`src/hw/rtl/qjtg_pkg.sv`:
```
//------------------------------------------------------------------------------
// qjtg_pkg: shared types and constants of the quintic trajectory generator
// Request codes, widths, and the queue entry handed from front to back.
//------------------------------------------------------------------------------
`default_nettype none

package qjtg_pkg;

  localparam int NumJointsDef  = 7;
  localparam int AngleWidthDef = 32;
  localparam int OutJoints     = 7;
  localparam int DurW          = 26;
  localparam int PerW          = 17;
  localparam int TlW           = 27;
  localparam int IdxW          = 3;
  localparam int Q             = 30;

  localparam logic [DurW-1:0] DurReset = 26'd1000000;

  typedef enum logic [1:0] {
    REQ_LOAD  = 2'd0,
    REQ_START = 2'd1,
    REQ_TICK  = 2'd2,
    REQ_NONE  = 2'd3
  } req_t;

  // One tick job, passed from the front to the back through the queue.
  typedef struct packed {
    logic [DurW-1:0] elapsed;
    logic [DurW-1:0] dur;
    logic            finished;
    logic            abort_req;
  } job_t;

endpackage : qjtg_pkg

`default_nettype wire

```
`src/hw/rtl/qjtg_back.sv`:
```
//------------------------------------------------------------------------------
// qjtg_back: tau division, blend polynomial and per-joint scaling
// A restoring divider makes tau one bit a cycle, then a sequencer reuses one
// multiplier for the polynomial and for each joint offset.
//------------------------------------------------------------------------------
`default_nettype none

module qjtg_back #(
  parameter int NUM_JOINTS  = qjtg_pkg::NumJointsDef,
  parameter int ANGLE_WIDTH = qjtg_pkg::AngleWidthDef
) (
  input  wire logic                     clk,
  input  wire logic                     rst_n,
  input  wire logic                     job_valid,
  input  wire qjtg_pkg::job_t           job,
  output logic                          job_ready,
  input  wire logic                     out_ready,
  output logic                          out_valid,
  output logic [qjtg_pkg::OutJoints-1:0][ANGLE_WIDTH-1:0] cmd,
  output logic [qjtg_pkg::TlW-1:0]      tl,
  output logic                          done,
  output logic                          pre,
  // Endpoint writes come straight from the input port.
  input  wire logic                     ld_en,
  input  wire logic [qjtg_pkg::IdxW-1:0] ld_idx,
  input  wire logic [ANGLE_WIDTH-1:0]   ld_start,
  input  wire logic [ANGLE_WIDTH-1:0]   ld_goal
);
  import qjtg_pkg::*;

  localparam int JW = (NUM_JOINTS > 1) ? $clog2(NUM_JOINTS) : 1;
  localparam int MW = ANGLE_WIDTH + 1;   // magnitude of a difference
  localparam int PW = MW + Q + 1;        // multiplier operand width

  typedef enum logic [6:0] {
    S_IDLE = 7'b0000001, S_DIV = 7'b0000010, S_T2 = 7'b0000100,
    S_T3   = 7'b0001000, S_S  = 7'b0010000, S_JNT = 7'b0100000,
    S_OUT  = 7'b1000000
  } st_t;

  logic [ANGLE_WIDTH-1:0] st_mem [NUM_JOINTS];
  logic [ANGLE_WIDTH-1:0] gl_mem [NUM_JOINTS];

  st_t             st_r, st_nxt;
  job_t            job_r;
  logic [DurW:0]   rem_r;
  logic [Q:0]      tau_r;
  logic [5:0]      cnt_r;
  logic [Q:0]      t2_r, t3_r, s_r;
  logic [JW-1:0]   j_r;
  logic            ph_r;          // joint step: 0 read, 1 multiply
  logic            neg_r;
  logic [MW-1:0]   mag_r;
  logic [ANGLE_WIDTH-1:0] sta_r, rs_r, rg_r;
  logic [OutJoints-1:0][ANGLE_WIDTH-1:0] cmd_r;
  logic            ov_r;

  logic [DurW+1:0]  trial;
  logic [PW-1:0]    mul_a, mul_b;
  logic [2*PW-1:0]  prod;
  logic [Q+4:0]     inner;
  logic [Q+4:0]     poly;
  logic [Q+1:0]     sraw;
  logic signed [ANGLE_WIDTH:0] diff;
  logic [ANGLE_WIDTH-1:0] off;
  logic [JW-1:0]   rd_idx;

  // The multiply phase of a joint already fetches the next joint's endpoints.
  assign rd_idx = (st_r == S_JNT && ph_r && j_r != JW'(NUM_JOINTS - 1)) ?
                  j_r + JW'(1) : j_r;

  // Endpoint storage, written by loads, read one joint a cycle.
  always_ff @(posedge clk) begin
    if (ld_en && (ld_idx < IdxW'(NUM_JOINTS))) begin
      st_mem[ld_idx[JW-1:0]] <= ld_start;
      gl_mem[ld_idx[JW-1:0]] <= ld_goal;
    end
    rs_r <= st_mem[rd_idx];
    rg_r <= gl_mem[rd_idx];
  end

  assign job_ready = (st_r == S_IDLE);
  assign trial     = {rem_r, 1'b0} - {2'b0, job_r.dur};

  // Shared multiplier operands.
  assign inner = (Q+5)'(10) << Q;
  assign poly  = inner + {4'b0, t2_r} * (Q+5)'(6) - {4'b0, tau_r} * (Q+5)'(15);
  always_comb begin
    mul_a = '0;
    mul_b = '0;
    unique case (st_r)
      S_T2:    begin mul_a = PW'(tau_r); mul_b = PW'(tau_r); end
      S_T3:    begin mul_a = PW'(t2_r);  mul_b = PW'(tau_r); end
      S_S:     begin mul_a = PW'(t3_r);  mul_b = PW'(poly);  end
      S_JNT:   begin mul_a = PW'(mag_r); mul_b = PW'(s_r); end
      default: ;
    endcase
  end
  assign prod = mul_a * mul_b;
  assign sraw = prod[Q+Q+1:Q];
  assign diff = $signed({rg_r[ANGLE_WIDTH-1], rg_r}) - $signed({rs_r[ANGLE_WIDTH-1], rs_r});
  assign off  = prod[Q+ANGLE_WIDTH-1:Q];

  always_comb begin
    st_nxt = st_r;
    unique case (st_r)
      S_IDLE: if (job_valid) st_nxt = S_DIV;
      S_DIV:  if (job_r.finished || cnt_r == 6'd1) st_nxt = S_T2;
      S_T2:   st_nxt = S_T3;
      S_T3:   st_nxt = S_S;
      S_S:    st_nxt = S_JNT;
      S_JNT:  if (ph_r && j_r == JW'(NUM_JOINTS - 1)) st_nxt = S_OUT;
      S_OUT:  if (ov_r && out_ready) st_nxt = S_IDLE;
      default: st_nxt = S_IDLE;
    endcase
  end

  always_ff @(posedge clk) begin
    if (!rst_n) begin
      st_r <= S_IDLE;
      ov_r <= 1'b0;
    end else begin
      st_r <= st_nxt;
      if (ov_r && out_ready) ov_r <= 1'b0;
      else if (st_r == S_OUT && !ov_r) ov_r <= 1'b1;
    end
  end

  always_ff @(posedge clk) begin
    unique case (st_r)
      S_IDLE: begin
        job_r <= job;
        rem_r <= {1'b0, job.elapsed};
        tau_r <= '0;
        cnt_r <= 6'(Q);
        j_r   <= '0;
        ph_r  <= 1'b0;
        cmd_r <= '0;
      end
      // One quotient bit per cycle: tau = elapsed * 2^30 / dur; a finished job sets tau to 2^30.
      S_DIV: begin
        if (job_r.finished) begin
          tau_r <= (Q+1)'(1) << Q;
        end else begin
          if (!trial[DurW+1]) begin
            rem_r <= trial[DurW:0];
            tau_r <= {tau_r[Q-1:0], 1'b1};
          end else begin
            rem_r <= {rem_r[DurW-1:0], 1'b0};
            tau_r <= {tau_r[Q-1:0], 1'b0};
          end
          cnt_r <= cnt_r - 6'd1;
        end
      end
      S_T2: t2_r <= sraw[Q:0];
      S_T3: t3_r <= sraw[Q:0];
      S_S:  s_r  <= (sraw > (Q+2)'(1) << Q) ? (Q+1)'(1) << Q : sraw[Q:0];
      S_JNT: begin
        if (!ph_r) begin
          neg_r <= diff < 0;
          mag_r <= (diff < 0) ? MW'(-diff) : MW'(diff);
          sta_r <= rs_r;
          ph_r  <= 1'b1;
        end else begin
          cmd_r[j_r] <= neg_r ? sta_r - off : sta_r + off;
          j_r  <= j_r + JW'(1);
          ph_r <= 1'b0;
        end
      end
      default: ;
    endcase
  end

  // The result register parts the back end from the output channel.
  assign out_valid = ov_r;
  assign cmd  = cmd_r;
  assign tl   = TlW'({1'b0, job_r.dur}) - TlW'({1'b0, job_r.elapsed});
  assign done = job_r.finished || job_r.abort_req;
  assign pre  = job_r.abort_req;

endmodule : qjtg_back

`default_nettype wire

```
`config.mk`:
```
export PLATFORM = sky130hd
export DESIGN_NAME = qjtg_back
export DESIGN_NICKNAME = d
export VERILOG_FILES = /design/src/hw/rtl/qjtg_pkg.sv /design/src/hw/rtl/qjtg_back.sv
export SDC_FILE = /design/constraint.sdc
export NUM_CORES = 2
export LEC_CHECK = 0
export CAP_MARGIN = 40
export CORE_UTILIZATION = 55
export DETAILED_ROUTE_END_ITERATION = 8
export DONT_BUFFER_PORTS = 1
export PLACE_DENSITY = 0.69
export SYNTH_ARGS = -nofsm -noshare
export SYNTH_HDL_FRONTEND = slang
export SYNTH_SLANG_ARGS = --single-unit
```
`constraint.sdc`:
```
create_clock -name clk -period 16.93 [get_ports clk]
set_input_delay 2.5395 -clock clk [delete_from_list [all_inputs] [get_ports clk]]
set_output_delay 2.5395 -clock clk [all_outputs]
set_load 0.05 [all_outputs]
```
==> flow_summary.json <==
{
  "outcome": "finished clean",
  "syn_to_final_growth_pct": 14.2,
  "cpPeakStageDelay_ns": 0.57,
  "finClkSkew_ns": 0.0449,
  "grt_pass1_wl_um": 384000,
  "worstHoldPathType": "flop to flop",
  "die_height_um": 398,
  "async_reset_ff_share_pct": 0,
  "path_buf_inv": 11,
  "synth_enable_flop_cells": 953,
  "ys_seq_area_share_pct": 34.8,
  "grt_max_degree": 225,
  "cts_hold_buf": 0,
  "whs_ns": 0.444,
  "max_cap_viol_count": 0,
  "peakVddDrop_uv": 392,
  "p_comb_share_pct": 63.1,
  "post-dp-hpwl_um": 195000,
  "fin_area_um2": 98700,
  "fillers": 12500,
  "start_util_pct": 55.4,
  "worst_ep_arrival_time_ns": 17.12,
  "p_int_uw": 10400,
  "rows": 145,
  "port_buffers": 0,
  "critPathRequiredTime_ns": 17.34,
  "p_per_area_nw_per_um2": 198,
  "max_freq_mhz": 59.9,
  "yosysWarnings": 0,
  "fin_nets": 10500,
  "drtIter0Drc": 5631,
  "finalSetupViolations": 0,
  "clock_power_share_pct": 11.0,
  "n_antenna_cell": 0,
  "p_leak_uw": 0.0412,
  "end_kind": "flop",
  "ioPinCount": 381,
  "crit_slowest_cell": "fa_1",
  "overflow": 0,
  "grt_usage_pct": 31.9,
  "cts_tree": "done",
  "place_congestion": 0.963,
  "clock-root-buffer": "clkbuf_16",
  "vias": 62700,
  "core_area_um2": 156000,
  "antenna_left": 0,
  "pre_cts_ws_ns": -1.01,
  "switchingPower_uw": 9190,
  "p_seq_share_pct": 25.9,
  "postPlaceCellArea_um2": 93800,
  "setup_ws_ns": 0.227,
  "mostFrequentLayoutCells": "inv_1, nand2_1, fa_1",
  "grt_pass1_vias": 65400,
  "cpMostUsedCell": "fa_1",
  "drc": 0,
  "die_area_um2": 159000,
  "p_total_uw": 19600,
  "path_class": "flop to flop",
  "die_w_um": 398,
  "crit_family": "adder cells",
  "period_needed_ns": 16.70,
  "setup_tns_ns": 0,
  "drv_slew": 0,
  "switching_share_pct": 46.9,
  "antenna_found_initial": 4,
  "htree_levels": 3,
  "drive_above_1_share_pct": 14.6,
  "cp-start-kind": "flop",
  "rsz0062_at_grt": "yes",
  "clock_latency_ns": 0.70,
  "numCtsBuffers": 93,
  "clock_sinks": 1025,
  "syn_nets": 10000,
  "routedWlPerCell_um": 22.8,
  "crit_fanout": 5,
  "synth_cell_types": 96,
  "fin_crit_sh_pct": 98.7,
  "relSlewSlack_pct": 1.79,
  "vias_per_cell": 5.73,
  "netlist_instances": 8367,
  "drtPass1Iterations": 6,
  "ys.flop_type": "edfxtp_1",
  "tightest_slew_ns": 1.47,
  "ys_seq_elements": 1025,
  "final_common_cell": "inv_1",
  "clk_path_buf_depth": 3,
  "synth.avg_cell_area_um2": 10.3,
  "synth_area_um2": 86400,
  "routed_wl_um": 249000,
  "finalHoldViolCount": 0,
  "clk_pin_slew_ns": 0.07
}
## power groups by stage
stage / Sequential, uW / Combinational [uW] / Clock [uW]
5_1_grt: 5110 / 13500 / 2270
3_3_place_gp: 5100 / 10900 / 0
3_5_place_dp: 5120 / 11300 / 0
2_1_floorplan: 5050 / 7320 / 0
4_1_cts: 5070 / 11600 / 2180
6_report: 5070 / 12400 / 2150
## path summary, 6_finish.rpt
kind	start	end	slack, ns	cells past startpoint
worst max register to register	t2_r[1]	cmd[94]	0.23	74
worst max-delay path	t2_r[1]	cmd[94]	0.23	74
worst min-delay path	rs_r[31]	sta_r[31]	0.44	0
worst min register to register	rs_r[31]	sta_r[31]	0.44	0
## final cells by class
type	count	area [um^2]	share of cell area [%]
timing repair buffer	738	6320	6.41
multi-input combinational	5564	51400	52.1
clock inverter	45	544	0.552
clock buffer	126	2540	2.58
sequential	1025	30100	30.5
inverter	1391	5220	5.29
tap	2058	2570	2.61
## layer usage
layer / GRT usage (%) / part of all wire (%)
met1: 41.0 / 38
met2: 53.2 / 49
met3: 5.91 / 8.3
met4: 13.0 / 4.7
met5: 0 / 0.016
## repair_timing
| action | CTS | global route |
|---|---|---|
| gates resized for setup | 88 | 251 |
| endpoints found under the setup margin | 91 | 114 |
| setup buffers | 14 | 36 |
| pin swaps | 56 | 145 |
## kinds of logic after synthesis
kind of cell / share of synthesized area [%]
AOI/OAI and AO/OA: 8.03
xor gates and xnor gates: 2.57
adders and majority gates: 32.0
buffers and inverters: 7.74
DFF: 34.8
muxes: 2.69
and+or+nand+nor: 12.2
## metrics by stage
step / util (%) / cells
2_1_floorplan: - / 8367
3_3_place_gp: 59.6 / 10700
3_5_place_dp: 60.1 / 10700
4_1_cts: 62.4 / 10900
5_1_grt: 63.2 / 10900
6_report: 63.2 / 10900
## state kept, by name (all words and copies together) (netlist names), 31 cells and up
name / count
tau_r: 31
t3_r: 31
job_r: 53
rg_r: 32
rs_r: 32
s_r: 31
st_mem: 224
gl_mem: 224
cmd: 224
t2_r: 31
mag_r: 33
sta_r: 32
## cell usage after synthesis (11+ instances only)
master       n  area share [%]
inv_1     1385             6.0
nand2_1   1285             5.6
fa_1      1101              26
edfxtp_1   953              33
nor2_1     742             3.2
ha_1       445             6.4
a21oi_1    387             2.2
clkbuf_1   349             1.5
o21ai_0    258             1.5
xnor2_1    193             2.0
nor3_1     110            0.64
mux2i_1     85            0.98
nand3_1     75            0.43
dfxtp_1     72             1.7
a21o_1      68            0.59
mux4_2      64             1.7
and2_1      58            0.42
xor2_1      51            0.52
nor2b_1     43            0.31
a22oi_1     42            0.36
a211oi_1    40            0.35
nand2b_1    37            0.27
o21a_1      36            0.31
and3_1      35            0.25
a31oi_1     33            0.24
or3_1       30            0.22
o21bai_1    29            0.25
a22o_1      27            0.27
buf_1       26            0.11
a221oi_1    25            0.25
nand4_1     24            0.17
a221o_1     22            0.25
or2_2       19            0.14
nor4_1      18            0.13
nand3b_1    13            0.11
a21boi_0    12            0.10
buf_2       12           0.070
o211ai_1    11           0.096
Power figures use the tool's default switching activity.
