<file path="config.mk">
export PLATFORM = sky130hd
export DESIGN_NAME = qjtg_front
export DESIGN_NICKNAME = d
export VERILOG_FILES = /design/src/hw/rtl/qjtg_pkg.sv /design/src/hw/rtl/qjtg_front.sv
export SDC_FILE = /design/constraint.sdc
export NUM_CORES = 1
export LEC_CHECK = 0
export BUFFER_PORTS_ARGS = -buffer_cell sky130_fd_sc_hd__buf_2
export CAP_MARGIN = 25
export CORE_MARGIN = 3
export CORE_UTILIZATION = 55
export DETAILED_ROUTE_END_ITERATION = 10
export PLACE_DENSITY = 0.93
export SYNTH_ARGS = -nofsm -noshare
export SYNTH_HDL_FRONTEND = slang
export SYNTH_SLANG_ARGS = --single-unit
</file>
<file path="constraint.sdc">
create_clock -name clk -period 7.23 [get_ports clk]
set_clock_uncertainty 0.05 [all_clocks]
set_input_delay 0.3615 -clock clk [delete_from_list [all_inputs] [get_ports clk]]
set_output_delay 0.3615 -clock clk [all_outputs]
set_load 0.02 [all_outputs]
</file>
<file path="src/hw/rtl/qjtg_pkg.sv">
//------------------------------------------------------------------------------
// qjtg_pkg: shared types and constants of the quintic trajectory generator
// Request codes, widths, and the queue entry handed from front to back.
//------------------------------------------------------------------------------
`default_nettype none

package qjtg_pkg;

  localparam int NumJointsDef  = 7;
  localparam int AngleWidthDef = 32;
  localparam int OutJoints     = 7;
  localparam int DurW          = 26;
  localparam int PerW          = 17;
  localparam int TlW           = 27;
  localparam int IdxW          = 3;
  localparam int Q             = 30;

  localparam logic [DurW-1:0] DurReset = 26'd1000000;

  typedef enum logic [1:0] {
    REQ_LOAD  = 2'd0,
    REQ_START = 2'd1,
    REQ_TICK  = 2'd2,
    REQ_NONE  = 2'd3
  } req_t;

  // One tick job, passed from the front to the back through the queue.
  typedef struct packed {
    logic [DurW-1:0] elapsed;
    logic [DurW-1:0] dur;
    logic            finished;
    logic            abort_req;
  } job_t;

endpackage : qjtg_pkg

`default_nettype wire

</file>
<file path="src/hw/rtl/qjtg_front.sv">
//------------------------------------------------------------------------------
// qjtg_front: request decoder and motion state
// Stores endpoints are in the back; this part keeps elapsed time and armed
// state, and queues one job per armed tick.
//------------------------------------------------------------------------------
`default_nettype none

module qjtg_front (
  input  wire logic                  clk,
  input  wire logic                  rst_n,
  input  wire logic                  in_valid,
  output logic                       in_ready,
  input  wire logic [1:0]            in_req_type,
  input  wire logic [qjtg_pkg::PerW-1:0] in_period_us,
  input  wire logic                  in_abort,
  input  wire logic [qjtg_pkg::DurW-1:0] dur,
  input  wire logic                  busy,
  output logic                       job_valid,
  output qjtg_pkg::job_t             job,
  input  wire logic                  job_ready
);
  import qjtg_pkg::*;

  logic            armed_r, armed_nxt;
  logic [DurW-1:0] elapsed_r, elapsed_nxt;
  logic [DurW:0]   sum;
  logic [DurW-1:0] el_new;
  logic            acc, fin;
  req_t            req;

  assign req      = req_t'(in_req_type);
  // An armed tick needs queue room. A load waits until every earlier tick has read
  // the endpoints, so it only affects later ticks. A start never waits.
  assign in_ready = (req == REQ_TICK) ? (!armed_r || job_ready)
                                      : ((req != REQ_LOAD) || !busy);
  assign acc      = in_valid && in_ready;

  // Saturating add of the tick period.
  assign sum    = {1'b0, elapsed_r} + {{(DurW+1-PerW){1'b0}}, in_period_us};
  assign el_new = sum[DurW] ? {DurW{1'b1}} : sum[DurW-1:0];
  assign fin    = el_new >= dur;

  always_comb begin
    armed_nxt   = armed_r;
    elapsed_nxt = elapsed_r;
    job_valid   = 1'b0;
    if (acc) begin
      unique case (req)
        REQ_START: begin
          armed_nxt   = 1'b1;
          elapsed_nxt = '0;
        end
        REQ_TICK: begin
          if (armed_r) begin
            elapsed_nxt = el_new;
            job_valid   = 1'b1;
            if (fin || in_abort) armed_nxt = 1'b0;
          end
        end
        default: ;
      endcase
    end
  end

  assign job.elapsed   = el_new;
  assign job.dur       = dur;
  assign job.finished  = fin;
  assign job.abort_req = in_abort;

  always_ff @(posedge clk) begin
    if (!rst_n) begin
      armed_r   <= 1'b0;
      elapsed_r <= '0;
    end else begin
      armed_r   <= armed_nxt;
      elapsed_r <= elapsed_nxt;
    end
  end

endmodule : qjtg_front

`default_nettype wire

</file>
==> impl_metrics.py, run 1 <==
metrics = {
    "outcome": {
        "run_status": "finished clean",
    },
    "global_routing": {
        "grt_pass1_wl_um": 13300,
        "grt_pass1_vias": 3013,
        "antenna_found_initial": 0,
        "grt-ovfl-total": 0,
        "grt_max_degree": 26,
        "grtUsageTotal_pct": 25.2,
    },
    "drt": {
        "route.detailed.vias_per_inst": 5.98,
        "detailroute.via_count": 3321,
        "postRouteWirelength_um": 8430,
        "wl_per_cell_um": 15.2,
        "ant_nets": 0,
        "dr.pass1.iters": 7,
        "drc": 0,
        "drt_iter0_drc": 411,
    },
    "clock_tree": {
        "tritoncts_clock_tree": "yes",
        "h_tree_depth_reported_by_cts": 1,
        "numClockSinks": 27,
        "cts_buffers": 3,
        "ctsResizeCount": 0,
        "cts_max_path_buffers": 2,
        "clkSlewWorstSetupHoldPaths_ns": 0.10,
        "cts-root-buf": "clkbuf_8",
        "cts_hold_buf": 0,
        "cts_post_setup_buffers_inserted": 0,
        "worst_skew_pair.late_latency_ns": 0.29,
    },
    "worst_setup_path": {
        "timing.rr.start": "elapsed_r[0]",
        "worst_path_max_delay_cell": "nor4_1",
        "critPathLaunchType": "flop",
        "r2r_setup_slack_ns": 2.46,
        "critical_path_required_ns": 6.82,
        "timing.critical_path.slowest_cell_delay_ns": 0.55,
        "critPathCaptureType": "primary output",
        "critical_path.cell_chain": "ha_1, inv_1, fa_1, and2b_1, o2111ai_1, a2111oi_2, nor3_1, nor4_1, xnor2_1, nand2_1, ha_1, nand4_1, nor4_1, a21oi_1, o211ai_1, a21oi_1, nand2_1, buf_2",
        "crit_path_max_fanout": 3,
        "critical_path.reg2reg.endpoint": "armed_r",
        "worst_path_dominant_cell_family": "simple AND/OR/NAND/NOR gates",
        "stages_on_worst_setup_path": 18,
        "r2r.worst_path.cells": 18,
        "timing.setup.critical_path_class": "reg -> out",
        "worst-endpoint-arrival_ns": 4.87,
        "worstPathBufferInverterCount": 2,
    },
    "placement": {
        "dp.final_hpwl_um": 6830,
        "portBuffers": 106,
        "gp_congestion": 1.00,
    },
    "synthesis": {
        "syn_nets": 507,
        "yosys_top_cell_area_share_pct": 18.7,
        "synth_top_area_cell": "ha_1",
        "synth-async-reset-ratio_pct": 0,
        "yosysUniqueCellTypes": 49,
        "synth_cells": 409,
        "yosys_warnings": 0,
        "synth_enable_flop_cells": 0,
        "synth_top_flop_cell": "dfxtp_1",
        "synth_most_common_cell": "nand2_1",
        "yosys-top-cells-area": "ha_1, dfxtp_1, buf_4",
        "ys_top_cells_by_count": "nand2_1, ha_1, inv_1, a21oi_1, o21ai_0",
        "cell_area_after_synthesis_mm2": 0.00307,
        "yosysSeqAreaShare_pct": 17.6,
        "synth.avg_cell_area_um2": 7.51,
        "ys_seq_elements": 27,
    },
    "timing": {
        "tns_ns": 0,
        "maxSlewHeadroom_pct": 36.6,
        "layout_min_cycle_time_ns": 5.28,
        "crit_share_post_route_pct": 73.0,
        "maxSlewViolCount": 0,
        "grt_setup_unrepaired": "false",
        "fin_worst_hold_slack_ns": 0.332,
        "tightest_slew_ns": 0.951,
        "setup_viol": 0,
        "hold_viol_final": 0,
        "max_freq_ghz": 0.189,
    },
    "power": {
        "p_leak_nw": 1.91,
        "power.density_mw_per_mm2": 103,
        "vdd_drop_max_v": 0.0000694,
    },
    "worst_hold_path": {
        "worst_hold_path.endpoint": "armed_r",
        "min-delay-path-class": "in -> reg",
        "min_delay_path_depth": 3,
        "min_from": "rst_n",
    },
    "layout": {
        "nets": 584,
        "sequential_cell_area_um2": 541,
        "num_antenna_cells": 0,
        "multi_input_comb_area_mm2": 0.00214,
        "post_route_cells_drive_above_1_share_pct": 24.9,
        "fillers": 457,
        "synthToLayoutAreaGrowth_pct": 14.6,
    },
    "floorplan": {
        "die_height_um": 80.7,
        "start_util_pct": 58.6,
        "design.die.area_mm2": 0.00651,
        "ioPinCount": 107,
        "die_x_um": 80.7,
        "floorplan.rows": 26,
        "fp.coreArea_mm2": 0.00524,
    },
    "flow_run": {
        "max-cap-violations": 0,
    },
}
per-stage QoR:
step                      total power (W)  util, %  cell area (um^2)  setup slack (ns)  cells
after floorplan                  0.000237        -              3070              2.96    409
after global placement           0.000266     66.1              3460              2.57    550
after detailed placement         0.000271     66.3              3470              2.23    551
after CTS                        0.000362     67.2              3520              2.07    555
after global routing             0.000381     67.2              3520              1.60    555
final                            0.000363     67.2              3520              1.95    555
per-layer routing:
metal  vias up  wire, um  global-route usage, %
li1       1591         -                      -
met1      1502      3460                   31.7
met2       205      3850                   44.4
met3        23       907                   2.80
met4         0       217                   8.28
met5         -         0                      0
where the power goes:
group | switching (W) | leakage [nW] | internal, W | total (W)
logic | 0.0000726 | 1.67 | 0.0000458 | 0.000118
registers | 0.000000897 | 0.218 | 0.000150 | 0.000151
clock network | 0.0000549 | 0.0255 | 0.0000389 | 0.0000938
total | 0.000128 | 1.91 | 0.000235 | 0.000363
flip-flops by register name, indices dropped and copies added, names as in the netlist:
register   count
elapsed_r     26
armed_r        1
worst max-delay path by stage:
stage / endpoint / startpoint / slack (ns)
2_1_floorplan: job[1] / in_period_us[0] / 2.96
3_3_place_gp: job[1] / in_period_us[0] / 2.57
3_5_place_dp: job[1] / in_period_us[7] / 2.23
4_1_cts: job[1] / elapsed_r[7] / 2.07
5_1_grt: job[1] / elapsed_r[7] / 1.60
6_report: job[1] / elapsed_r[0] / 1.95
kinds of logic after synthesis:
kind of cell	after synthesis	synth area share [%]
AO/OA/AOI/OAI	131	28.4
AND/OR/NAND/NOR	107	16.0
buffers and inverters	78	13.1
adder cells (fa/ha/maj)	47	19.4
flip-flops	27	17.6
XOR/XNOR	18	5.13
multiplexers	1	0.367
cells in the final DEF (no fill, tap or decap), types with 11 or more instances in the layout:
cell     netlist  routed
a21o_1        11      11
a21oi_1       34      34
a22o_1        16      16
buf_2          1     106
dfxtp_1       27      27
ha_1          46      46
inv_1         42      42
nand2_1       49      49
nor2_1        17      17
o21ai_0       30      30
xnor2_1       12      12
worst min-delay path: stages:
cell    delay [ns]
buf_2         0.09
inv_1         0.07
nor2_1        0.11
layout make-up:
type / instances / area share, %
clock buffer: 3 / 1.17
clock inverter: 1 / 0.142
inverter: 42 / 4.48
multi-input combinational: 304 / 60.8
sequential: 27 / 15.4
tap: 70 / 2.49
timing repair buffer: 108 / 15.6
Power figures use the tool's default switching activity.
==> run 2: changes to the inputs <==
--- a/config.mk
+++ b/config.mk
@@ -8,9 +8,9 @@
 export BUFFER_PORTS_ARGS = -buffer_cell sky130_fd_sc_hd__buf_2
 export CAP_MARGIN = 25
 export CORE_MARGIN = 3
-export CORE_UTILIZATION = 55
+export CORE_UTILIZATION = 51
 export DETAILED_ROUTE_END_ITERATION = 10
-export PLACE_DENSITY = 0.93
+export PLACE_DENSITY = 0.87
 export SYNTH_ARGS = -nofsm -noshare
 export SYNTH_HDL_FRONTEND = slang
 export SYNTH_SLANG_ARGS = --single-unit
==> constraint.sdc (replaced) <==
create_clock -name clk -period 5.1 [get_ports clk]
set_clock_uncertainty 0.05 [all_clocks]
set_input_delay 0.255 -clock clk [delete_from_list [all_inputs] [get_ports clk]]
set_output_delay 0.255 -clock clk [all_outputs]
set_load 0.02 [all_outputs]
==> run 2 against run 1 <==
Net effect: critical path depth did not move; sequential cell count did not move; utilization fell by 4.8 points; clock power rose by 41%; largest cell class unchanged; via count fell by 3.1%.
==> impl_metrics.py, run 2 (synthesized netlist as in run 1, its figures left out) <==
metrics = {
    "outcome": {
        "run_status": "finished clean",
    },
    "timing": {
        "maxSlewHeadroom_pct": 51.5,
        "maxSlewViolCount": 0,
        "hold_viol_final": 0,
        "tightest_slew_ns": 0.725,
        "tns_ns": 0,
        "grt_setup_unrepaired": "false",
        "setup_viol": 0,
        "max_freq_ghz": 0.214,
        "crit_share_post_route_pct": 91.7,
        "layout_min_cycle_time_ns": 4.68,
    },
    "layout": {
        "multi_input_comb_area_mm2": 0.00214,
        "utilization_pct": 62.4,
        "largest_reg_flops": 26,
        "fillers": 531,
        "post_route_cells_drive_above_1_share_pct": 25.3,
        "num_antenna_cells": 0,
        "mostFrequentLayoutCells": "buf_2, nand2_1, ha_1, inv_1, a21oi_1",
        "sequential_cell_area_um2": 541,
        "largestRegisters": "elapsed_r (26), armed_r (1)",
        "most_frequent_standard_cell_in_the_layout_excluding_fill_and_tap_cells": "buf_2",
        "max_flop_register": "elapsed_r",
        "nets": 586,
        "synthToLayoutAreaGrowth_pct": 15.4,
    },
    "power": {
        "vdd_drop_max_v": 0.000146,
        "power.density_mw_per_mm2": 145,
        "p_leak_nw": 1.92,
    },
    "global_routing": {
        "grtUsageTotal_pct": 22.5,
        "grt_max_degree": 26,
        "grt_pass1_wl_um": 13400,
        "grt_pass1_vias": 2955,
        "grt-ovfl-total": 0,
        "antenna_found_initial": 0,
    },
    "placement": {
        "gp_congestion": 0.944,
        "portBuffers": 106,
        "dp.final_hpwl_um": 6800,
    },
    "clock_tree": {
        "clkSlewWorstSetupHoldPaths_ns": 0.10,
        "tritoncts_clock_tree": "yes",
        "worst_skew_pair.late_latency_ns": 0.28,
        "cts-root-buf": "clkbuf_8",
        "cts_post_setup_buffers_inserted": 0,
        "cts_max_path_buffers": 2,
        "cts_buffers": 3,
        "numClockSinks": 27,
        "h_tree_depth_reported_by_cts": 1,
    },
    "floorplan": {
        "design.die.area_mm2": 0.00699,
        "floorplan.rows": 27,
        "die_x_um": 83.6,
        "die_height_um": 83.6,
        "start_util_pct": 54.1,
        "ioPinCount": 107,
        "fp.coreArea_mm2": 0.00568,
    },
    "worst_setup_path": {
        "critPathLaunchType": "flop",
        "crit_path_max_fanout": 3,
        "critical_path_required_ns": 4.80,
        "critPathCaptureType": "primary output",
        "timing.setup.critical_path_class": "reg -> out",
        "worst-endpoint-arrival_ns": 4.37,
    },
    "drt": {
        "ant_nets": 0,
        "drt_iter0_drc": 251,
        "postRouteWirelength_um": 8180,
        "detailroute.via_count": 3218,
        "route.detailed.vias_per_inst": 5.76,
        "dr.pass1.iters": 4,
        "drc": 0,
        "wl_per_cell_um": 14.6,
    },
    "worst_hold_path": {
        "min-delay-path-class": "in -> reg",
    },
    "flow_run": {
        "max-cap-violations": 0,
    },
}
[run 2: changes by cell type in the layout (fill, tap and decap cells not counted)]
cell,previous run,this run
clkinv_2,1,0
clkbuf_1,0,1
nor4_1,3,2
nor4_2,0,1
buf_4,1,3
[run 2: layout make-up]
cell class              count  area share, %
inverters                  42           4.45
repair buffers            110           15.9
multi-input cells         304           60.5
clock buffers               4           1.27
flip-flops and latches     27           15.3
well taps                  72           2.54
[run 2: critical path: stages, from the launching register on]
cell and delay (ns):
dfxtp_1 0.34, ha_1 0.16, inv_1 0.06, fa_1 0.37
and2b_1 0.23, o2111ai_1 0.19, a2111oi_2 0.51, nor3_1 0.16
nor4_2 0.43, xnor2_1 0.16, nand2_1 0.08, ha_1 0.28
nand4_1 0.13, nor4_1 0.42, a21oi_1 0.13, o211ai_1 0.11
a21oi_1 0.08, nand2_1 0.08, buf_2 0.16
[run 2: routing by layer]
metal  GRT usage (%)  up-vias  wire [um]
met4            6.58        0        153
met1            30.6     1456       3720
met5               0        -          0
met2            37.0      157       3590
met3            2.76       12        718
li1                -     1593          -
[run 2: final timing paths]
path             endpoint    startpoint  slack [ns]  cells past startpoint
max                job[1]  elapsed_r[0]        0.42                     18
min               armed_r         rst_n        0.21                      3
min reg2reg  elapsed_r[0]  elapsed_r[0]        0.42                      2
max reg2reg       armed_r  elapsed_r[0]        0.84                     18
[run 2: repair_timing]
action,CTS,global route
setup endpoints to repair,0,1
resized for setup,0,1
hold buffers,0,0
[run 2: stage by stage]
stage	total power (W)	setup WS (ns)	instance area [um^2]	std cells	hold slack, ns
after floorplan	0.000336	0.986	3070	409	0.356
after global placement	0.000379	0.792	3480	554	0.389
after detailed placement	0.000385	0.633	3490	555	0.400
after CTS	0.000511	0.324	3540	559	0.216
after global routing	0.000536	0.0681	3540	559	0.233
final	0.000513	0.423	3540	559	0.208
[run 2: report_power, final]
| group | total (W) | internal (W) | leakage, nW | switching (W) |
|---|---|---|---|---|
| registers | 0.000214 | 0.000212 | 0.218 | 0.00000118 |
| logic | 0.000167 | 0.0000648 | 1.68 | 0.000102 |
| clock network | 0.000132 | 0.0000563 | 0.0228 | 0.0000758 |
| total | 0.000513 | 0.000333 | 1.92 | 0.000179 |
