==> src/hw/rtl/qjtg_pkg.sv <==
//------------------------------------------------------------------------------
// qjtg_pkg: shared types and constants of the quintic trajectory generator
// Request codes, widths, and the queue entry handed from front to back.
//------------------------------------------------------------------------------
`default_nettype none

package qjtg_pkg;

  localparam int NumJointsDef  = 7;
  localparam int AngleWidthDef = 32;
  localparam int OutJoints     = 7;
  localparam int DurW          = 26;
  localparam int PerW          = 17;
  localparam int TlW           = 27;
  localparam int IdxW          = 3;
  localparam int Q             = 30;

  localparam logic [DurW-1:0] DurReset = 26'd1000000;

  typedef enum logic [1:0] {
    REQ_LOAD  = 2'd0,
    REQ_START = 2'd1,
    REQ_TICK  = 2'd2,
    REQ_NONE  = 2'd3
  } req_t;

  // One tick job, passed from the front to the back through the queue.
  typedef struct packed {
    logic [DurW-1:0] elapsed;
    logic [DurW-1:0] dur;
    logic            finished;
    logic            abort_req;
  } job_t;

endpackage : qjtg_pkg

`default_nettype wire

==> src/hw/rtl/qjtg_queue.sv <==
//------------------------------------------------------------------------------
// qjtg_queue: two-entry job queue between front and back
// Lets the front keep accepting while the back works on a tick.
//------------------------------------------------------------------------------
`default_nettype none

module qjtg_queue (
  input  wire logic           clk,
  input  wire logic           rst_n,
  input  wire logic           wr_valid,
  input  wire qjtg_pkg::job_t wr_data,
  output logic                wr_ready,
  output logic                rd_valid,
  output qjtg_pkg::job_t      rd_data,
  input  wire logic           rd_ready
);
  import qjtg_pkg::*;

  job_t       mem_r [2];
  logic       wp_r, rp_r;
  logic [1:0] cnt_r;

  assign wr_ready = cnt_r != 2'd2;
  assign rd_valid = cnt_r != 2'd0;
  assign rd_data  = mem_r[rp_r];

  always_ff @(posedge clk) begin
    if (wr_valid && wr_ready) mem_r[wp_r] <= wr_data;
  end

  always_ff @(posedge clk) begin
    if (!rst_n) begin
      wp_r  <= 1'b0;
      rp_r  <= 1'b0;
      cnt_r <= 2'd0;
    end else begin
      if (wr_valid && wr_ready) wp_r <= ~wp_r;
      if (rd_valid && rd_ready) rp_r <= ~rp_r;
      cnt_r <= cnt_r + 2'(wr_valid && wr_ready) - 2'(rd_valid && rd_ready);
    end
  end

endmodule : qjtg_queue

`default_nettype wire

==> config.mk <==
export PLATFORM = sky130hd
export DESIGN_NAME = qjtg_queue
export DESIGN_NICKNAME = d
export VERILOG_FILES = /design/src/hw/rtl/qjtg_pkg.sv /design/src/hw/rtl/qjtg_queue.sv
export SDC_FILE = /design/constraint.sdc
export NUM_CORES = 1
export LEC_CHECK = 0
export BUFFER_PORTS_ARGS = -buffer_cell sky130_fd_sc_hd__buf_4
export CAP_MARGIN = 20
export CORE_UTILIZATION = 45
export CTS_CLUSTER_DIAMETER = 120
export DETAILED_ROUTE_END_ITERATION = 8
export PLACE_DENSITY = 0.7
export SYNTH_ARGS = -nofsm -noshare
export SYNTH_HDL_FRONTEND = slang
export SYNTH_SLANG_ARGS = --single-unit
==> constraint.sdc <==
create_clock -name clk -period 4.7 [get_ports clk]
set_clock_uncertainty 0.2 [all_clocks]
set_input_delay 0.94 -clock clk [delete_from_list [all_inputs] [get_ports clk]]
set_output_delay 0.94 -clock clk [all_outputs]
set_load 0.02 [all_outputs]
==> reports/qor.yml, run 1 <==
outcome: "finished clean"
start_util: 0.470
synthToLayoutAreaGrowth_pct: 36.7
numCtsBuffers: 17
arrival_ns: 2.10
fin_crit_sh: 0.689
cts-root-buf: "clkbuf_8"
clock-sinks: 113
min_delay_worst_endpoint: "wp_r"
final_common_cell: "buf_4"
slew_viol_final: 0
worstHoldStart: "wp_r"
hold_buffers: 0
synth_area_um2: 4380
setup-violations-final: 0
r2r_slack_ns: 2.67
dr.pass1.iters: 4
die_h_um: 101
power_density_nw_per_um2: 611
worstMarginPinSlew_ns: 1.01
worst_r2r_startpoint: "cnt_r[0]"
antenna_found_initial: 0
grt_start_max_net_pins: 55
crit_fanout: 54
yosysSeqAreaShare: 0.763
gp_congestion: 0.724
rsz0062_at_grt: "no"
clock_path_buffers: 2
leakage_uw: 0.00237
ios: 114
avgSynthCellArea_um2: 22.8
finalCriticalPeriod_ns: 3.24
grt_pass1_vias: 2254
drc: 0
initialDrtViolationCount: 112
die_w_um: 101
crit_path_start_kind: "register"
path_cells: "mux2_2 > buf_4"
yosysWarnings: 0
antenna_left: 0
avgRoutedWirePerCell_um: 15.2
r2r_end: "mem_r[0][52]"
max_freq_mhz: 309
cts_setup_buffers: 0
holdPathStages: 2
hold_violations: 0
design.core.area_um2: 9330
tns_ns: 0
syn-instance-count: 192
layout_common_cells: "buf_4 (116), edfxtp_1 (108), mux2_4 (50)"
diodes: 0
critPathKind: "reg2out"
ctsResizeCount: 0
max_slew_margin: 0.325
num_vias: 2131
cts.reportedPaths.clkPinSlew_ns: 0.05
cts_tree: "yes"
synthesis.nets: 252
grtUsageTotal: 0.150
nNetsFinal: 382
fin_cells: 464
grt_pass1_wl_um: 10800
rows: 35
place_inst: 431
gr-total-overflow: 0
cap_violations: 0
irDropWorstVdd_mv: 0.395
h-tree-depth: 4
clk-insertion-delay-late_ns: 0.49
drive_gt1_frac: 0.615
synthDistinctLibCells: 18
r2r_cells: 4
hp-class: "reg2reg"
synth-seq-cells: 113
port_buffers: 113
crit_slowest_cell: "dfxtp_4"
dpl.hpwl_um: 4380
endpoint_kind: "output pin"
drt_wl_total_um: 7070
die-area_um2: 10100
cp.required_ns: 3.56
viasPerCell: 4.59
cpPeakStageDelay_ns: 0.98
nFillCells: 654
==> synth_stat cells (all sizes together) <==
| library cell | instances | share of area |
|---|---|---|
| xnor2 | 3 | 0.0060 |
| or2 | 1 | 0.0014 |
| and3 | 1 | 0.0014 |
| mux2 | 54 | 0.18 |
| edfxtp | 108 | 0.74 |
| nor2 | 1 | 0.00086 |
| nand2 | 2 | 0.0017 |
| nor2b | 2 | 0.0029 |
| inv | 1 | 0.00086 |
| buf | 6 | 0.025 |
| mux2i | 1 | 0.0023 |
| ha | 2 | 0.0057 |
| and2 | 2 | 0.0029 |
| dfxtp | 5 | 0.023 |
| nand2b | 2 | 0.0029 |
| o21a | 1 | 0.0017 |
==> layout make-up <==
type                            instances  area (µm²)  share of cell area
Inverter                                1        3.75            0.000626
Tap cell                              129         161              0.0269
Timing Repair Buffer                  117         891               0.149
Clock buffer                           18         418              0.0697
Clock inverter                         14         236              0.0395
Sequential cell                       113        3350               0.559
Multi-Input combinational cell         72         935               0.156
==> flip-flops by register name (all words and copies together), names as in the netlist, named ones only <==
| name | flops |
|---|---|
| rp_r | 1 |
| cnt_r | 2 |
| wp_r | 1 |
| mem_r | 108 |
==> kinds of logic (layout without fill, tap and decap cells) <==
| logic type | count (synthesis) | count (layout) | share of synthesized area |
|---|---|---|---|
| flops | 113 | 113 | 0.763 |
| simple gates | 11 | 11 | 0.0140 |
| mux | 55 | 55 | 0.184 |
| buf+inv | 7 | 150 | 0.0263 |
| xor+xnor | 3 | 3 | 0.00599 |
| compound gates | 1 | 1 | 0.00171 |
| fa+ha+maj | 2 | 2 | 0.00571 |
==> how the worst max path moves through the flow <==
stage	from	to	slack, ns
after floorplan	wr_valid	mem_r[0][0]	0.73
after global placement	wr_valid	mem_r[1][40]	1.89
after detailed placement	wr_valid	mem_r[1][7]	1.83
after CTS	register	rd_data[53]	1.41
after global routing	register	rd_data[2]	1.32
final	register	rd_data[53]	1.46
==> power breakdown <==
| group | leakage, µW | total (µW) | internal, µW | switching [µW] |
|---|---|---|---|---|
| Combinational | 0.00100 | 883 | 483 | 400 |
| Clock | 0.000315 | 1390 | 967 | 420 |
| Sequential | 0.00105 | 1390 | 1270 | 120 |
| Total | 0.00237 | 3660 | 2720 | 940 |
==> through the flow <==
step | area (µm²) | worst slack, ns | hold slack (ns) | utilization | total power [µW]
after floorplan | 4380 | 0.729 | 0.255 | - | 2010
after global placement | 5320 | 1.89 | 0.305 | 0.570 | 2280
after detailed placement | 5320 | 1.83 | 0.314 | 0.570 | 2300
after CTS | 5970 | 1.41 | 0.327 | 0.640 | 3700
after global routing | 5990 | 1.32 | 0.361 | 0.642 | 3810
final | 5990 | 1.46 | 0.327 | 0.642 | 3660
==> worst max-delay path, delay by kind of cell (launching register included) <==
family	cells	cell delay, ns
buffers and inverters	1	0.15
flip-flops	1	0.98
multiplexers	1	0.42
==> routing by layer <==
metal  GRT usage  up-vias  share of wire
li1            -     1014              -
met1       0.164     1039           0.41
met2       0.262       74           0.53
met3      0.0506        4          0.048
met4      0.0736        0         0.0075
met5           0        -              0
Power figures use the tool's default switching activity.
==> inputs of run 2 (changes only) <==
PLACE_DENSITY = 0.72   (was 0.7)
clock period = 2.8 ns   (was 4.7 ns; I/O delays follow)
==> run 2 against run 1 <==
Against the previous run: largest power group unchanged; routed wire length decreased by 0.98%; combinational power increased by 79%; critical path type unchanged; final cell count grew 0.65%; flip-flop and latch count unchanged; worst setup slack got worse by 1.2 ns; critical path depth rose by 1.
==> reports/qor.yml, run 2 (synthesis gave the netlist of run 1 again) <==
outcome: "finished clean"
cap_violations: 0  # unchanged
port_buffers: 113  # unchanged
ctsResizeCount: 0  # unchanged
tns_ns: 0  # unchanged
numCtsBuffers: 17  # unchanged
worstMarginPinSlew_ns: 0.422  # -0.591 ns
max_slew_margin: 0.719  # +0.394
nNetsFinal: 385  # +0.79%
nFillCells: 662  # +1.2%
largest_reg_flops: 108  # unchanged
clock_path_buffers: 2  # unchanged
clk-insertion-delay-late_ns: 0.48  # about the same
p_total_uw: 5640  # +54%
top_register: "mem_r"
slew_viol_final: 0  # unchanged
power_density_nw_per_um2: 959  # +57%
setup_slack_ns: 0.251  # -1.21 ns
drt_wl_total_um: 7000  # -0.98%
setup-violations-final: 0  # unchanged
h-tree-depth: 4  # unchanged
num_vias: 2177  # +2.2%
gp_congestion: 0.650  # -10%
final_util: 0.630  # -0.0122
cts.reportedPaths.clkPinSlew_ns: 0.05  # about the same
crit_path_start_kind: "register"
layout_common_cells: "buf_4 (119), edfxtp_1 (108), mux2_4 (50)"
cp.required_ns: 2.04  # -1.52 ns
path_cells: "buf_4 > mux2_4 > buf_4"
endpoint_kind: "output pin"
finalCriticalPeriod_ns: 2.55
crit_fanout: 18  # -67%
grtUsageTotal: 0.146  # -0.00369
dp_slack_ns: 0.719  # -1.11 ns
place_area_um2: 5360  # +0.80%
grt_start_max_net_pins: 31  # -44%
final_common_cell: "buf_4"
arrival_ns: 1.79  # -0.31 ns
design.core.area_um2: 9330  # unchanged
cpPeakStageDelay_ns: 0.55  # -0.43 ns
hold_buffers: 0  # unchanged
grt_pass1_wl_um: 10600  # -1.6%
hp-class: "in2reg"
leakage_uw: 0.00232  # -2.2%
die_h_um: 101  # unchanged
cts_tree: "yes"
hold_violations: 0  # unchanged
avgRoutedWirePerCell_um: 15.0  # -1.6%
irDropWorstVdd_mv: 0.500  # +26%
gr-total-overflow: 0  # unchanged
cpMostUsedCell: "buf_4"
dr.pass1.iters: 4  # unchanged
synthToLayoutAreaGrowth_pct: 34.1
diodes: 0  # unchanged
cts-root-buf: "clkbuf_8"
reg_top3: "mem_r (108), cnt_r (2)"
drc: 0  # unchanged
initialDrtViolationCount: 73  # -35%
clock-sinks: 113  # unchanged
die-area_um2: 10100  # unchanged
fin_crit_sh: 0.910
antenna_left: 0  # unchanged
cts_setup_buffers: 0  # unchanged
rows: 35  # unchanged
stdcell_area_um2: 5880  # -1.9%
ios: 114  # unchanged
r2r_slack_ns: 0.90  # -1.77 ns
drive_gt1_frac: 0.604  # -0.0114
die_w_um: 101  # unchanged
crit_slowest_cell: "dfxtp_4"
viasPerCell: 4.66  # +1.5%
critPathKind: "reg2out"
start_util: 0.470  # unchanged
grt_pass1_vias: 2195  # -2.6%
rsz0062_at_grt: "no"
max_freq_mhz: 392
antenna_found_initial: 0  # unchanged
run 2: final timing paths:
check,start,to,cells after the start
worst min-delay path,wr_data[2],mem_r[1][2],1
worst min register to register,wp_r,wp_r,2
worst max-delay path,register,rd_data[32],3
worst max register to register,cnt_r[0],cnt_r[1],8
run 2: metal layers:
metal / vias to the layer above / global-route usage / share of wire
met2: 88 / 0.246 / 0.51
met3: 8 / 0.0645 / 0.064
li1: 1019 / - / -
met1: 1062 / 0.162 / 0.42
met4: 0 / 0.0613 / 0.012
met5: - / 0 / 0
run 2: cell type report:
cell class / count / area (µm²) / area share
Timing Repair Buffer: 120 / 913 / 0.155
Sequential cell: 113 / 3350 / 0.569
Multi-Input combinational cell: 72 / 935 / 0.159
Clock inverter: 13 / 96.3 / 0.0164
Inverter: 1 / 3.75 / 0.000639
Tap cell: 129 / 161 / 0.0275
Clock buffer: 19 / 422 / 0.0717
run 2: critical path: cells and delay by family (launching register included):
kind / cells / cell delay (ns)
flip-flops: 1 / 0.55
buffers and inverters: 2 / 0.44
multiplexers: 1 / 0.32
run 2: power breakdown:
part	total (µW)	internal [µW]	leakage [µW]	switching, µW
combinational	1580	819	0.00102	763
clock	1820	1150	0.000247	666
sequential	2240	2130	0.00105	105
run 2: per-stage QoR:
step / instances / hold slack [ns]
after floorplan: 192 / 0.266
after global placement: 435 / 0.306
after detailed placement: 435 / 0.314
after CTS: 467 / 0.0306
after global routing: 467 / 0.0152
final: 467 / 0.0600
==> inputs of run 3 (changes only) <==
GPL_TIMING_DRIVEN = 0   (was not set)
==> run 3 against run 2 <==
Against the previous run: count of clock-buffer cells in the layout decreased by 2; clock power increased by 12%; combinational power increased by 9%; sequential share of layout area decreased by 1.4 points; largest power group unchanged.
==> reports/qor.yml, run 3 (synthesis gave the netlist of run 1 again) <==
rsz0062_at_grt: "no"
antenna_left: 0  # unchanged
cp.required_ns: 2.04  # about the same
cts_tree: "yes"
max_slew_margin: 0.450  # -0.269
slew_viol_final: 0  # unchanged
clk-insertion-delay-late_ns: 0.49  # about the same
leakage_uw: 0.00237  # +2.2%
seq_area_um2: 3340  # -0.11%
cts.reportedPaths.clkPinSlew_ns: 0.06  # about the same
layout_common_cells: "buf_4 (113), edfxtp_1 (108), mux2_4 (50)"
clock_path_buffers: 2  # unchanged
dpl.hpwl_um: 4630
multiInputGateArea_um2: 935  # unchanged
crit_path_start_kind: "register"
grt_pass1_vias: 2242  # +2.1%
ios: 114  # unchanged
cts_setup_buffers: 0  # unchanged
port_buffers: 113  # unchanged
reg_top3: "mem_r (108), cnt_r (2)"
clock-sinks: 113  # unchanged
place_area_um2: 5440  # +1.5%
top_register: "mem_r"
drt_wl_total_um: 7050  # +0.64%
drive_gt1_frac: 0.617  # +0.0130
die-area_um2: 10100  # unchanged
gp_congestion: 0.649  # -0.15%
diodes: 0  # unchanged
stdcell_area_um2: 6010  # +2.3%
cap_violations: 0  # unchanged
viasPerCell: 4.62  # -0.81%
numCtsBuffers: 17  # unchanged
die_h_um: 101  # unchanged
antenna_found_initial: 0  # unchanged
finalCriticalPeriod_ns: 2.40  # -0.153 ns
arrival_ns: 1.64  # -0.15 ns
hp-class: "in2reg"
synthToLayoutAreaGrowth_pct: 37.2
cpPeakStageDelay_ns: 0.32  # -0.23 ns
path_cells: "buf_6 > buf_12 > mux2_4 > buf_4"
largest_reg_flops: 108  # unchanged
initialDrtViolationCount: 59  # -19%
grt_start_max_net_pins: 31  # unchanged
irDropWorstVdd_mv: 0.519  # +3.8%
power_density_nw_per_um2: 986  # +2.8%
rows: 35  # unchanged
endpoint_kind: "output pin"
hold_buffers: 0  # unchanged
nNetsFinal: 386  # +0.26%
die_w_um: 101  # unchanged
dr.pass1.iters: 4  # unchanged
final_common_cell: "buf_4"
nFillCells: 689  # +4.1%
worstMarginPinSlew_ns: 0.823  # +0.401 ns
grt_pass1_wl_um: 10700  # +1.2%
ctsResizeCount: 0  # unchanged
outcome: "finished clean"
gr-total-overflow: 0  # unchanged
grtUsageTotal: 0.146  # about the same
num_vias: 2164  # -0.60%
crit_slowest_cell: "dfxtp_1"
start_util: 0.470  # unchanged
max_freq_mhz: 417  # +6.4%
timing.hold.ws_ns: 0.0514  # -0.00856 ns
cts-root-buf: "clkbuf_8"
design.core.area_um2: 9330  # unchanged
avgRoutedWirePerCell_um: 15.1  # +0.43%
p_total_uw: 5930  # +5.2%
fin_crit_sh: 0.856  # -0.0546
critPathKind: "reg2out"
setup-violations-final: 0  # unchanged
drc: 0  # unchanged
crit_fanout: 10  # -8
h-tree-depth: 4  # unchanged
hold_violations: 0  # unchanged
[run 3: cell count changes in the layout (fill, tap and decap cells not counted), moves of 2 or more]
cell | previous run | this run
buf_4 | 119 | 113
clkinv_2 | 4 | 2
inv_6 | 0 | 4
clkbuf_1 | 2 | 0
clkinv_4 | 1 | 3
clkinv_1 | 4 | 1
buf_12 | 1 | 7
[run 3: stage by stage]
stage,instances,worst slack [ns],util,TNS (ns)
2_1_floorplan,192,0.0121,-,0
3_3_place_gp,434,-0.800,0.579,-70.69
3_5_place_dp,436,0.477,0.584,0
4_1_cts,468,0.356,0.645,0
5_1_grt,468,0.291,0.645,0
6_report,468,0.404,0.645,0
[run 3: final timing paths]
check        slack (ns)      endpoint         from  cells past startpoint
min reg2reg        0.34          rp_r         rp_r                      2
max                0.40   rd_data[29]     register                      4
min                0.05  mem_r[1][36]  wr_data[36]                      1
max reg2reg        0.64  mem_r[0][16]     cnt_r[0]                      4
[run 3: layer usage]
layer | up-vias | routed length (µm) | global-route usage
met5 | - | 0 | 0
met4 | 0 | 40 | 0.0569
met3 | 5 | 454 | 0.0610
met2 | 72 | 3670 | 0.248
met1 | 1063 | 2880 | 0.165
li1 | 1024 | - | -
[run 3: cell type report]
| class | count | area share |
|---|---|---|
| plain buffers | 6 | 0.0185 |
| clock inverters | 15 | 0.0262 |
| multi-input cells | 72 | 0.155 |
| well taps | 129 | 0.0268 |
| inverters | 1 | 0.000624 |
| repair buffers | 115 | 0.148 |
| clock buffers | 17 | 0.0689 |
| flip-flops and latches | 113 | 0.556 |
[run 3: worst max-delay path: cells and delay by family (launching register included)]
family,cells,cell delay (ns)
buffers and inverters,3,0.52
DFF,1,0.32
muxes,1,0.31
[run 3: report_power, final]
part	switching, µW	internal [µW]
logic	820	896
registers	64.6	2130
clock network	754	1270
